**config.mk**
```make
export PLATFORM = sky130hd
export DESIGN_NAME = dollar_newline_sentence_framer_core_flat
export DESIGN_NICKNAME = d
export VERILOG_FILES = /design/src/hdl/dnsf_pkg.sv /design/src/hdl/dnsf_if.sv /design/src/hdl/dnsf_ram.sv /design/src/hdl/dnsf_ctrl.sv /design/src/hdl/dnsf_outq.sv /design/src/hdl/dollar_newline_sentence_framer_core.sv /design/src/flat_wrapper.sv
export SDC_FILE = /design/constraint.sdc
export NUM_CORES = 1
export LEC_CHECK = 0
export BUFFER_PORTS_ARGS = -buffer_cell sky130_fd_sc_hd__buf_4
export CAP_MARGIN = 40
export CORE_ASPECT_RATIO = 1.5
export CORE_MARGIN = 2
export CORE_UTILIZATION = 62
export CTS_CLUSTER_DIAMETER = 80
export CTS_CLUSTER_SIZE = 25
export DETAILED_ROUTE_END_ITERATION = 10
export GPL_TIMING_DRIVEN = 0
export MAX_ROUTING_LAYER = met4
export PLACE_DENSITY = 0.79
export SLEW_MARGIN = 40
export SYNTH_ARGS = -nofsm -noshare
export SYNTH_HDL_FRONTEND = slang
export SYNTH_SLANG_ARGS = --single-unit
```
**constraint.sdc**
```tcl
create_clock -name clk -period 2.9 [get_ports clk]
set_input_delay 0.145 -clock clk [delete_from_list [all_inputs] [get_ports clk]]
set_output_delay 0.145 -clock clk [all_outputs]
set_load 0.005 [all_outputs]
```
**src/hdl/dnsf_pkg.sv**
```systemverilog
package dnsf_pkg;

  localparam int BUFFER_DEPTH = 64;
  localparam int ADDR_W       = $clog2(BUFFER_DEPTH);
  localparam int FILL_W       = $clog2(BUFFER_DEPTH + 1);
  localparam int BYTE_W       = 8;
  localparam int POS_W        = 6;

  localparam logic [BYTE_W-1:0] CHAR_DOLLAR  = 8'h24;
  localparam logic [BYTE_W-1:0] CHAR_NEWLINE = 8'h0A;

  typedef enum logic {
    ST_FILL,
    ST_EMIT
  } ctrl_state_t;

  // one output word
  typedef struct packed {
    logic [BYTE_W-1:0] sentence_byte;
    logic [POS_W-1:0]  byte_position;
    logic              sentence_last;
  } out_word_t;

  // read issued to the store, with the tags that travel alongside it
  typedef struct packed {
    logic             valid;
    logic [POS_W-1:0] pos;
    logic             last;
  } rd_req_t;

endpackage

```
**src/hdl/dnsf_if.sv**
```systemverilog
interface dnsf_rx_if;
  import dnsf_pkg::*;

  logic              valid;
  logic              ready;
  logic [BYTE_W-1:0] rx_byte;

  modport source (output valid, output rx_byte, input ready);
  modport sink   (input valid, input rx_byte, output ready);
endinterface

interface dnsf_sent_if;
  import dnsf_pkg::*;

  logic              valid;
  logic              ready;
  logic [BYTE_W-1:0] sentence_byte;
  logic [POS_W-1:0]  byte_position;
  logic              sentence_last;

  modport source (output valid, output sentence_byte, output byte_position,
                  output sentence_last, input ready);
  modport sink   (input valid, input sentence_byte, input byte_position,
                  input sentence_last, output ready);
endinterface

```
**src/hdl/dnsf_ram.sv**
```systemverilog
module dnsf_ram #(
  parameter int WIDTH = 8,
  parameter int DEPTH = 64
) (
  input  logic                     clk,
  input  logic                     we,
  input  logic [$clog2(DEPTH)-1:0] waddr,
  input  logic [WIDTH-1:0]         wdata,
  input  logic                     re,
  input  logic [$clog2(DEPTH)-1:0] raddr,
  output logic [WIDTH-1:0]         rdata
);

  logic [WIDTH-1:0] mem [DEPTH];

  always_ff @(posedge clk) begin
    if (we) begin
      mem[waddr] <= wdata;
    end
    if (re) begin
      rdata <= mem[raddr];
    end
  end

endmodule

```
**src/hdl/dnsf_ctrl.sv**
```systemverilog
module dnsf_ctrl (
  input  logic                    clk,
  input  logic                    rst,
  dnsf_rx_if.sink                 rx,
  input  logic                    room,
  output logic                    wr_en,
  output logic [dnsf_pkg::ADDR_W-1:0] wr_addr,
  output logic [dnsf_pkg::BYTE_W-1:0] wr_data,
  output logic [dnsf_pkg::ADDR_W-1:0] rd_addr,
  output dnsf_pkg::rd_req_t       rd_req
);
  import dnsf_pkg::*;

  ctrl_state_t       state, state_next;
  logic [FILL_W-1:0] fill, fill_next;
  logic              in_sent, in_sent_next;
  logic [FILL_W-1:0] idx, idx_next;
  logic [FILL_W-1:0] len, len_next;

  logic accept;
  logic is_dollar;
  logic is_newline;
  logic full;
  logic issue;
  logic issue_last;

  assign accept     = rx.valid && rx.ready;
  assign is_dollar  = (rx.rx_byte == CHAR_DOLLAR);
  assign is_newline = (rx.rx_byte == CHAR_NEWLINE);
  assign full       = (fill >= FILL_W'(BUFFER_DEPTH));
  assign issue_last = ((idx + FILL_W'(1)) == len);

  // next state
  always_comb begin
    state_next = state;
    case (state)
      ST_FILL: begin
        if (accept && !is_dollar && in_sent && !full && is_newline) begin
          state_next = ST_EMIT;
        end
      end
      ST_EMIT: begin
        if (room && issue_last) begin
          state_next = ST_FILL;
        end
      end
      default: state_next = ST_FILL;
    endcase
  end

  // outputs
  always_comb begin
    rx.ready = 1'b0;
    issue    = 1'b0;
    case (state)
      ST_FILL: rx.ready = 1'b1;
      ST_EMIT: issue    = room;
      default: ;
    endcase
  end

  // store writes and sentence bookkeeping
  always_comb begin
    wr_en        = 1'b0;
    wr_addr      = fill[ADDR_W-1:0];
    wr_data      = rx.rx_byte;
    fill_next    = fill;
    in_sent_next = in_sent;
    len_next     = len;
    idx_next     = idx;
    if (accept) begin
      if (is_dollar) begin
        wr_en        = 1'b1;
        wr_addr      = '0;
        fill_next    = FILL_W'(1);
        in_sent_next = 1'b1;
      end else if (in_sent) begin
        if (full) begin
          // overflow: drop the sentence and wait for a dollar
          fill_next    = '0;
          in_sent_next = 1'b0;
        end else begin
          wr_en     = 1'b1;
          fill_next = fill + FILL_W'(1);
          if (is_newline) begin
            len_next     = fill + FILL_W'(1);
            idx_next     = '0;
            fill_next    = '0;
            in_sent_next = 1'b0;
          end
        end
      end
    end
    if (issue) begin
      idx_next = idx + FILL_W'(1);
    end
  end

  assign rd_addr     = idx[ADDR_W-1:0];
  assign rd_req.valid = issue;
  assign rd_req.pos   = POS_W'(idx);
  assign rd_req.last  = issue_last;

  always_ff @(posedge clk) begin
    if (rst) begin
      state   <= ST_FILL;
      fill    <= '0;
      in_sent <= 1'b0;
    end else begin
      state   <= state_next;
      fill    <= fill_next;
      in_sent <= in_sent_next;
    end
  end

  always_ff @(posedge clk) begin
    idx <= idx_next;
    len <= len_next;
  end

endmodule

```
**src/hdl/dnsf_outq.sv**
```systemverilog
module dnsf_outq (
  input  logic                        clk,
  input  logic                        rst,
  input  dnsf_pkg::rd_req_t           rd_req,
  input  logic [dnsf_pkg::BYTE_W-1:0] rd_data,
  output logic                        room,
  dnsf_sent_if.source                 sent
);
  import dnsf_pkg::*;

  logic             pend;
  logic [POS_W-1:0] pend_pos;
  logic             pend_last;

  logic      out_valid, out_valid_next;
  out_word_t out_word, out_word_next;
  logic      skid_valid, skid_valid_next;
  out_word_t skid_word, skid_word_next;

  out_word_t arr_word;
  logic      pop;
  logic [1:0] occ;

  assign arr_word = '{sentence_byte: rd_data, byte_position: pend_pos,
                      sentence_last: pend_last};
  assign pop  = out_valid && sent.ready;
  // words held or in flight from the store; never more than two
  assign occ  = 2'(out_valid) + 2'(skid_valid) + 2'(pend);
  assign room = (occ < 2'd2) || pop;

  always_comb begin
    out_valid_next  = out_valid;
    out_word_next   = out_word;
    skid_valid_next = skid_valid;
    skid_word_next  = skid_word;
    if (!out_valid || pop) begin
      if (skid_valid) begin
        out_valid_next  = 1'b1;
        out_word_next   = skid_word;
        skid_valid_next = pend;
        skid_word_next  = arr_word;
      end else begin
        out_valid_next = pend;
        out_word_next  = arr_word;
      end
    end else if (pend) begin
      skid_valid_next = 1'b1;
      skid_word_next  = arr_word;
    end
  end

  always_ff @(posedge clk) begin
    if (rst) begin
      pend       <= 1'b0;
      out_valid  <= 1'b0;
      skid_valid <= 1'b0;
    end else begin
      pend       <= rd_req.valid;
      out_valid  <= out_valid_next;
      skid_valid <= skid_valid_next;
    end
  end

  always_ff @(posedge clk) begin
    pend_pos  <= rd_req.pos;
    pend_last <= rd_req.last;
    out_word  <= out_word_next;
    skid_word <= skid_word_next;
  end

  assign sent.valid         = out_valid;
  assign sent.sentence_byte = out_word.sentence_byte;
  assign sent.byte_position = out_word.byte_position;
  assign sent.sentence_last = out_word.sentence_last;

endmodule

```
**src/hdl/dollar_newline_sentence_framer_core.sv**
```systemverilog
// Sentence framer: frames text sentences that open with '$' and close with a
// newline, then replays each finished sentence one word per character.
// rx:   one received character per word (rx_byte).
// sent: sentence_byte, byte_position (0 is the '$') and sentence_last, set
//       on the closing newline only.
// A '$' always restarts the sentence; characters outside a sentence are
// dropped. A sentence longer than the 64-entry store is discarded silently
// and the framer waits for the next '$'.
// Throughput: one rx word per cycle while a sentence is filling. The
// closing newline starts a replay of N words (N = sentence length); rx is
// held off while the store's single read port walks the sentence, one
// read per cycle while the output stage has room. Each read word is
// registered at the store's read port before it enters the output stage.
// Stalls on sent are absorbed by an output register plus one skid word;
// the read sequencer pauses while two words are held or in flight and
// none is taken, and resumes without loss. Once every read of a sentence
// is issued, rx is taken again even if words still wait on sent.
// Reset clears the framer state and empties the output stage; the store
// itself is not cleared, only entries already written are ever read.
module dollar_newline_sentence_framer_core (
  input  logic        clk,
  input  logic        rst,
  dnsf_rx_if.sink     rx,
  dnsf_sent_if.source sent
);
  import dnsf_pkg::*;

  logic              wr_en;
  logic [ADDR_W-1:0] wr_addr;
  logic [BYTE_W-1:0] wr_data;
  logic [ADDR_W-1:0] rd_addr;
  logic [BYTE_W-1:0] rd_data;
  rd_req_t           rd_req;
  logic              room;

  dnsf_ctrl u_ctrl (
    .clk     (clk),
    .rst     (rst),
    .rx      (rx),
    .room    (room),
    .wr_en   (wr_en),
    .wr_addr (wr_addr),
    .wr_data (wr_data),
    .rd_addr (rd_addr),
    .rd_req  (rd_req)
  );

  dnsf_ram #(
    .WIDTH (BYTE_W),
    .DEPTH (BUFFER_DEPTH)
  ) u_store (
    .clk   (clk),
    .we    (wr_en),
    .waddr (wr_addr),
    .wdata (wr_data),
    .re    (rd_req.valid),
    .raddr (rd_addr),
    .rdata (rd_data)
  );

  dnsf_outq u_outq (
    .clk     (clk),
    .rst     (rst),
    .rd_req  (rd_req),
    .rd_data (rd_data),
    .room    (room),
    .sent    (sent)
  );

endmodule

```
**src/flat_wrapper.sv**
```systemverilog
// flat-port wrapper written by rule: the top's interface ports become plain ports
module dollar_newline_sentence_framer_core_flat import dnsf_pkg::*;
  (clk, rst, rx_valid, rx_rx_byte, rx_ready, sent_valid, sent_sentence_byte, sent_byte_position, sent_sentence_last, sent_ready);
  dnsf_rx_if rx_i ();
  dnsf_sent_if sent_i ();
  input  logic clk;
  input  logic rst;
  input wire logic [$bits(rx_i.valid)-1:0] rx_valid;
  input wire logic [$bits(rx_i.rx_byte)-1:0] rx_rx_byte;
  output wire logic [$bits(rx_i.ready)-1:0] rx_ready;
  output wire logic [$bits(sent_i.valid)-1:0] sent_valid;
  output wire logic [$bits(sent_i.sentence_byte)-1:0] sent_sentence_byte;
  output wire logic [$bits(sent_i.byte_position)-1:0] sent_byte_position;
  output wire logic [$bits(sent_i.sentence_last)-1:0] sent_sentence_last;
  input wire logic [$bits(sent_i.ready)-1:0] sent_ready;
  assign rx_i.valid = rx_valid;
  assign rx_i.rx_byte = rx_rx_byte;
  assign rx_ready = rx_i.ready;
  assign sent_valid = sent_i.valid;
  assign sent_sentence_byte = sent_i.sentence_byte;
  assign sent_byte_position = sent_i.byte_position;
  assign sent_sentence_last = sent_i.sentence_last;
  assign sent_i.ready = sent_ready;
  dollar_newline_sentence_framer_core u_core (.clk(clk), .rst(rst), .rx(rx_i), .sent(sent_i));
endmodule
```
==> impl_metrics.tcl <==
set metrics [dict create \
    drtPass1Iterations 5 \
    ys_types 51 \
    yosysWarnings 0 \
    drtIter0Drc 1334 \
    worst-path-max-fanout 10 \
    dp_cells 1649 \
    grt_max_degree 67 \
    ir_drop_uv 474 \
    arrival_ns 3.25 \
    htree_levels 1 \
    violations "setup timing" \
    area_growth_pct 8.95 \
    period_share_pct 102 \
    holdWs_ns 0.116 \
    cts.path.max_buffers 3 \
    start_kind "flip-flop" \
    core_area_um2 36500 \
    routabilityCongestion 0.973 \
    setup_tns_ns -2.78 \
    hpwl_um 32900 \
    crit_chain "nor2b_1 > clkbuf_1 > nand3b_1 > nor2_2 > nand3_2 > nor3_4 > buf_4" \
    crit_path_max_incr_delay_ns 0.44 \
    via_count 11200 \
    synth_flop_cell "edfxtp_1" \
    tritoncts "built" \
    maxCapViolCount 0 \
    slowest_stage "nand3_2" \
    cts-buffers-inserted 27 \
    critPathBufInv 2 \
    fin_worst_skew_ns 0.0194 \
    p_per_area_nw_per_um2 541 \
    grtUsageTotal_pct 27.0 \
    timing.fmax_ghz 0.337 \
    drive_above_1_share_pct 26.6 \
    synth-seq-area-share_pct 75.9 \
    synth_nets 1148 \
    route.detailed.drc 0 \
    clk_pin_slew_ns 0.09 \
    first_global_vias 11300 \
    cts_root_buf "clkbuf_16" \
    end_kind "flip-flop" \
    core.rowCount 86 \
    start_util_pct 62.5 \
    dieArea_um2 38400 \
    drt-total-wl_um 49400 \
    max-slew-margin-rel_pct 40.3 \
    status "complete, but fails checks" \
    final_util_pct 68.1 \
    syn_area_per_cell_um2 20.1 \
    worstMarginPinSlew_ns 0.894 \
    rsz0062_at_grt "true" \
    die_w_um 161 \
    finalCriticalPeriod_ns 2.97 \
    antenna_cells 0 \
    detail_route.wl_per_cell_um 29.2 \
    io_pins 29 \
    insertion_delay_ns 0.58 \
    antenna_found_initial 0 \
    required_ns 3.19 \
    setup_viol 97 \
    critical_path_class "flip-flop to flip-flop" \
    final_nets 1212 \
    final_common_cell "edfxtp_1" \
    instances_no_fill 1689 \
    cts_sinks 583 \
    vias_per_cell 6.62 \
    overflow 0 \
    synth_edf_count 564 \
    async_reset_ff_share_pct 0 \
    syn-instance-count 1132 \
    grt_pass1_wl_um 71900 \
    synth_seq_cells 583 \
    p_leak_uw 0.00753 \
    cp_top_family "simple AND/OR/NAND/NOR gates" \
    hold_viol 0 \
    ant_nets 0 \
    hold_path.class "input pin to flip-flop" \
    port_buffers 28 \
    slew_viol_final 0 \
    final_cell_mix "564 x edfxtp_1, 118 x mux4_2, 39 x buf_4, 35 x nand2_1, 31 x nor2_4" \
    synthesis.area_um2 22800 \
    setup_ws_ns -0.0652 \
    fill_cells 2184 \
    die_y_um 239 \
]
[registers in the layout, summed over array words and instances, names as in the netlist, 6 cells and up]
signal	flops
u_core.u_store.mem	512
u_core.u_outq.skid_word	15
u_core.u_outq.sent.sentence_byte	8
u_core.u_store.rdata	8
u_core.u_ctrl.fill	7
u_core.u_ctrl.idx	7
u_core.u_ctrl.len	7
u_core.u_outq.pend_pos	6
u_core.u_outq.sent.byte_position	6
[synth_stat cells, drive strengths merged (3+ instances only)]
| cell | instances | share of area, % |
|---|---|---|
| edfxtp | 564 | 74 |
| mux4 | 125 | 12 |
| nor2 | 86 | 1.4 |
| nand2 | 37 | 0.61 |
| buf | 30 | 1.2 |
| o22ai | 28 | 0.77 |
| mux2 | 26 | 1.3 |
| clkbuf | 24 | 0.40 |
| dfxtp | 19 | 1.7 |
| a21oi | 18 | 0.40 |
| nand3 | 18 | 0.42 |
| nor2b | 16 | 0.44 |
| mux2i | 14 | 0.61 |
| a211oi | 11 | 0.36 |
| o21ai | 11 | 0.24 |
| nor3 | 9 | 0.20 |
| or3 | 9 | 0.25 |
| xnor2 | 9 | 0.35 |
| inv | 8 | 0.13 |
| and3 | 6 | 0.16 |
| nand2b | 6 | 0.16 |
| xor2 | 6 | 0.26 |
| a22oi | 5 | 0.16 |
| a2bb2oi | 5 | 0.19 |
| nor4 | 5 | 0.14 |
| o211ai | 5 | 0.16 |
| o31a | 5 | 0.19 |
| ha | 4 | 0.22 |
| nand3b | 4 | 0.13 |
| a31oi | 3 | 0.082 |
[what timing repair did]
item / CTS / global route
endpoints found under the hold margin: 4 / 0
buffers inserted: 0 / 0
gates resized for setup: 50 / 54
hold buffers: 2 / 0
endpoints found under the setup margin: 343 / 428
pin swaps: 0 / 1
[layout make-up]
| class | instances | area (µm²) | share of cell area, % |
|---|---|---|---|
| Inverter | 8 | 30.0 | 0.121 |
| Multi-Input combinational cell | 487 | 5530 | 22.2 |
| Clock buffer | 37 | 713 | 2.87 |
| Buffer | 54 | 365 | 1.47 |
| Sequential cell | 583 | 17300 | 69.7 |
| Timing Repair Buffer | 35 | 269 | 1.08 |
| Tap cell | 484 | 606 | 2.44 |
| Clock inverter | 1 | 20.0 | 0.0806 |
[through the flow]
stage	instance area [µm²]	power [µW]	setup slack, ns
6_report	24800	13400	-0.0652
5_1_grt	24800	13700	-0.147
4_1_cts	24600	13500	-0.270
3_5_place_dp	23700	9530	-0.584
3_3_place_gp	23600	9520	-0.769
2_1_floorplan	22800	9400	0.356
[per-layer routing]
metal  track usage (%)  vias up  part of all wire, %
met5                 -        -                    0
met4              15.9        0                  6.6
met3              3.21      148                  6.2
met2              45.2      493                   52
met1              31.8     5799                   35
li1                  -     4734                    -
[worst paths after layout]
kind	end	start	slack (ns)	cells after the start
hold reg to reg	u_core.u_outq.pend_pos[4]	u_core.u_ctrl.idx[4]	0.38	0
hold / removal	u_core.u_store.mem[29][0]	rx_rx_byte[0]	0.12	1
setup / recovery	u_core.u_store.mem[54][2]	u_core.u_ctrl.state	-0.07	7
setup reg to reg	u_core.u_store.mem[54][2]	u_core.u_ctrl.state	-0.07	7
[logic make-up (layout without fill, tap and decap cells)]
family / Yosys count / in the layout / synth area share, %
flops: 583 / 583 / 75.9
simple gates: 207 / 207 / 4.31
buf+inv: 62 / 135 / 1.71
mux: 165 / 165 / 14.4
xor+xnor: 17 / 17 / 0.807
compound gates: 94 / 94 / 2.67
fa+ha+maj: 4 / 4 / 0.219
[power by group]
part	total, µW	internal, µW	switching (µW)
sequential	9200	9200	0.114
combinational	138	13.9	124
clock	4100	1740	2370
[worst reg2reg max path, cell delays in order, from the launching register on]
cell and delay, ns:
dfxtp_1 0.36, nor2b_1 0.12, clkbuf_1 0.32, nand3b_1 0.37
nor2_2 0.39, nand3_2 0.44, nor3_4 0.44, buf_4 0.25
No activity file was read; power rests on OpenSTA's default activity.
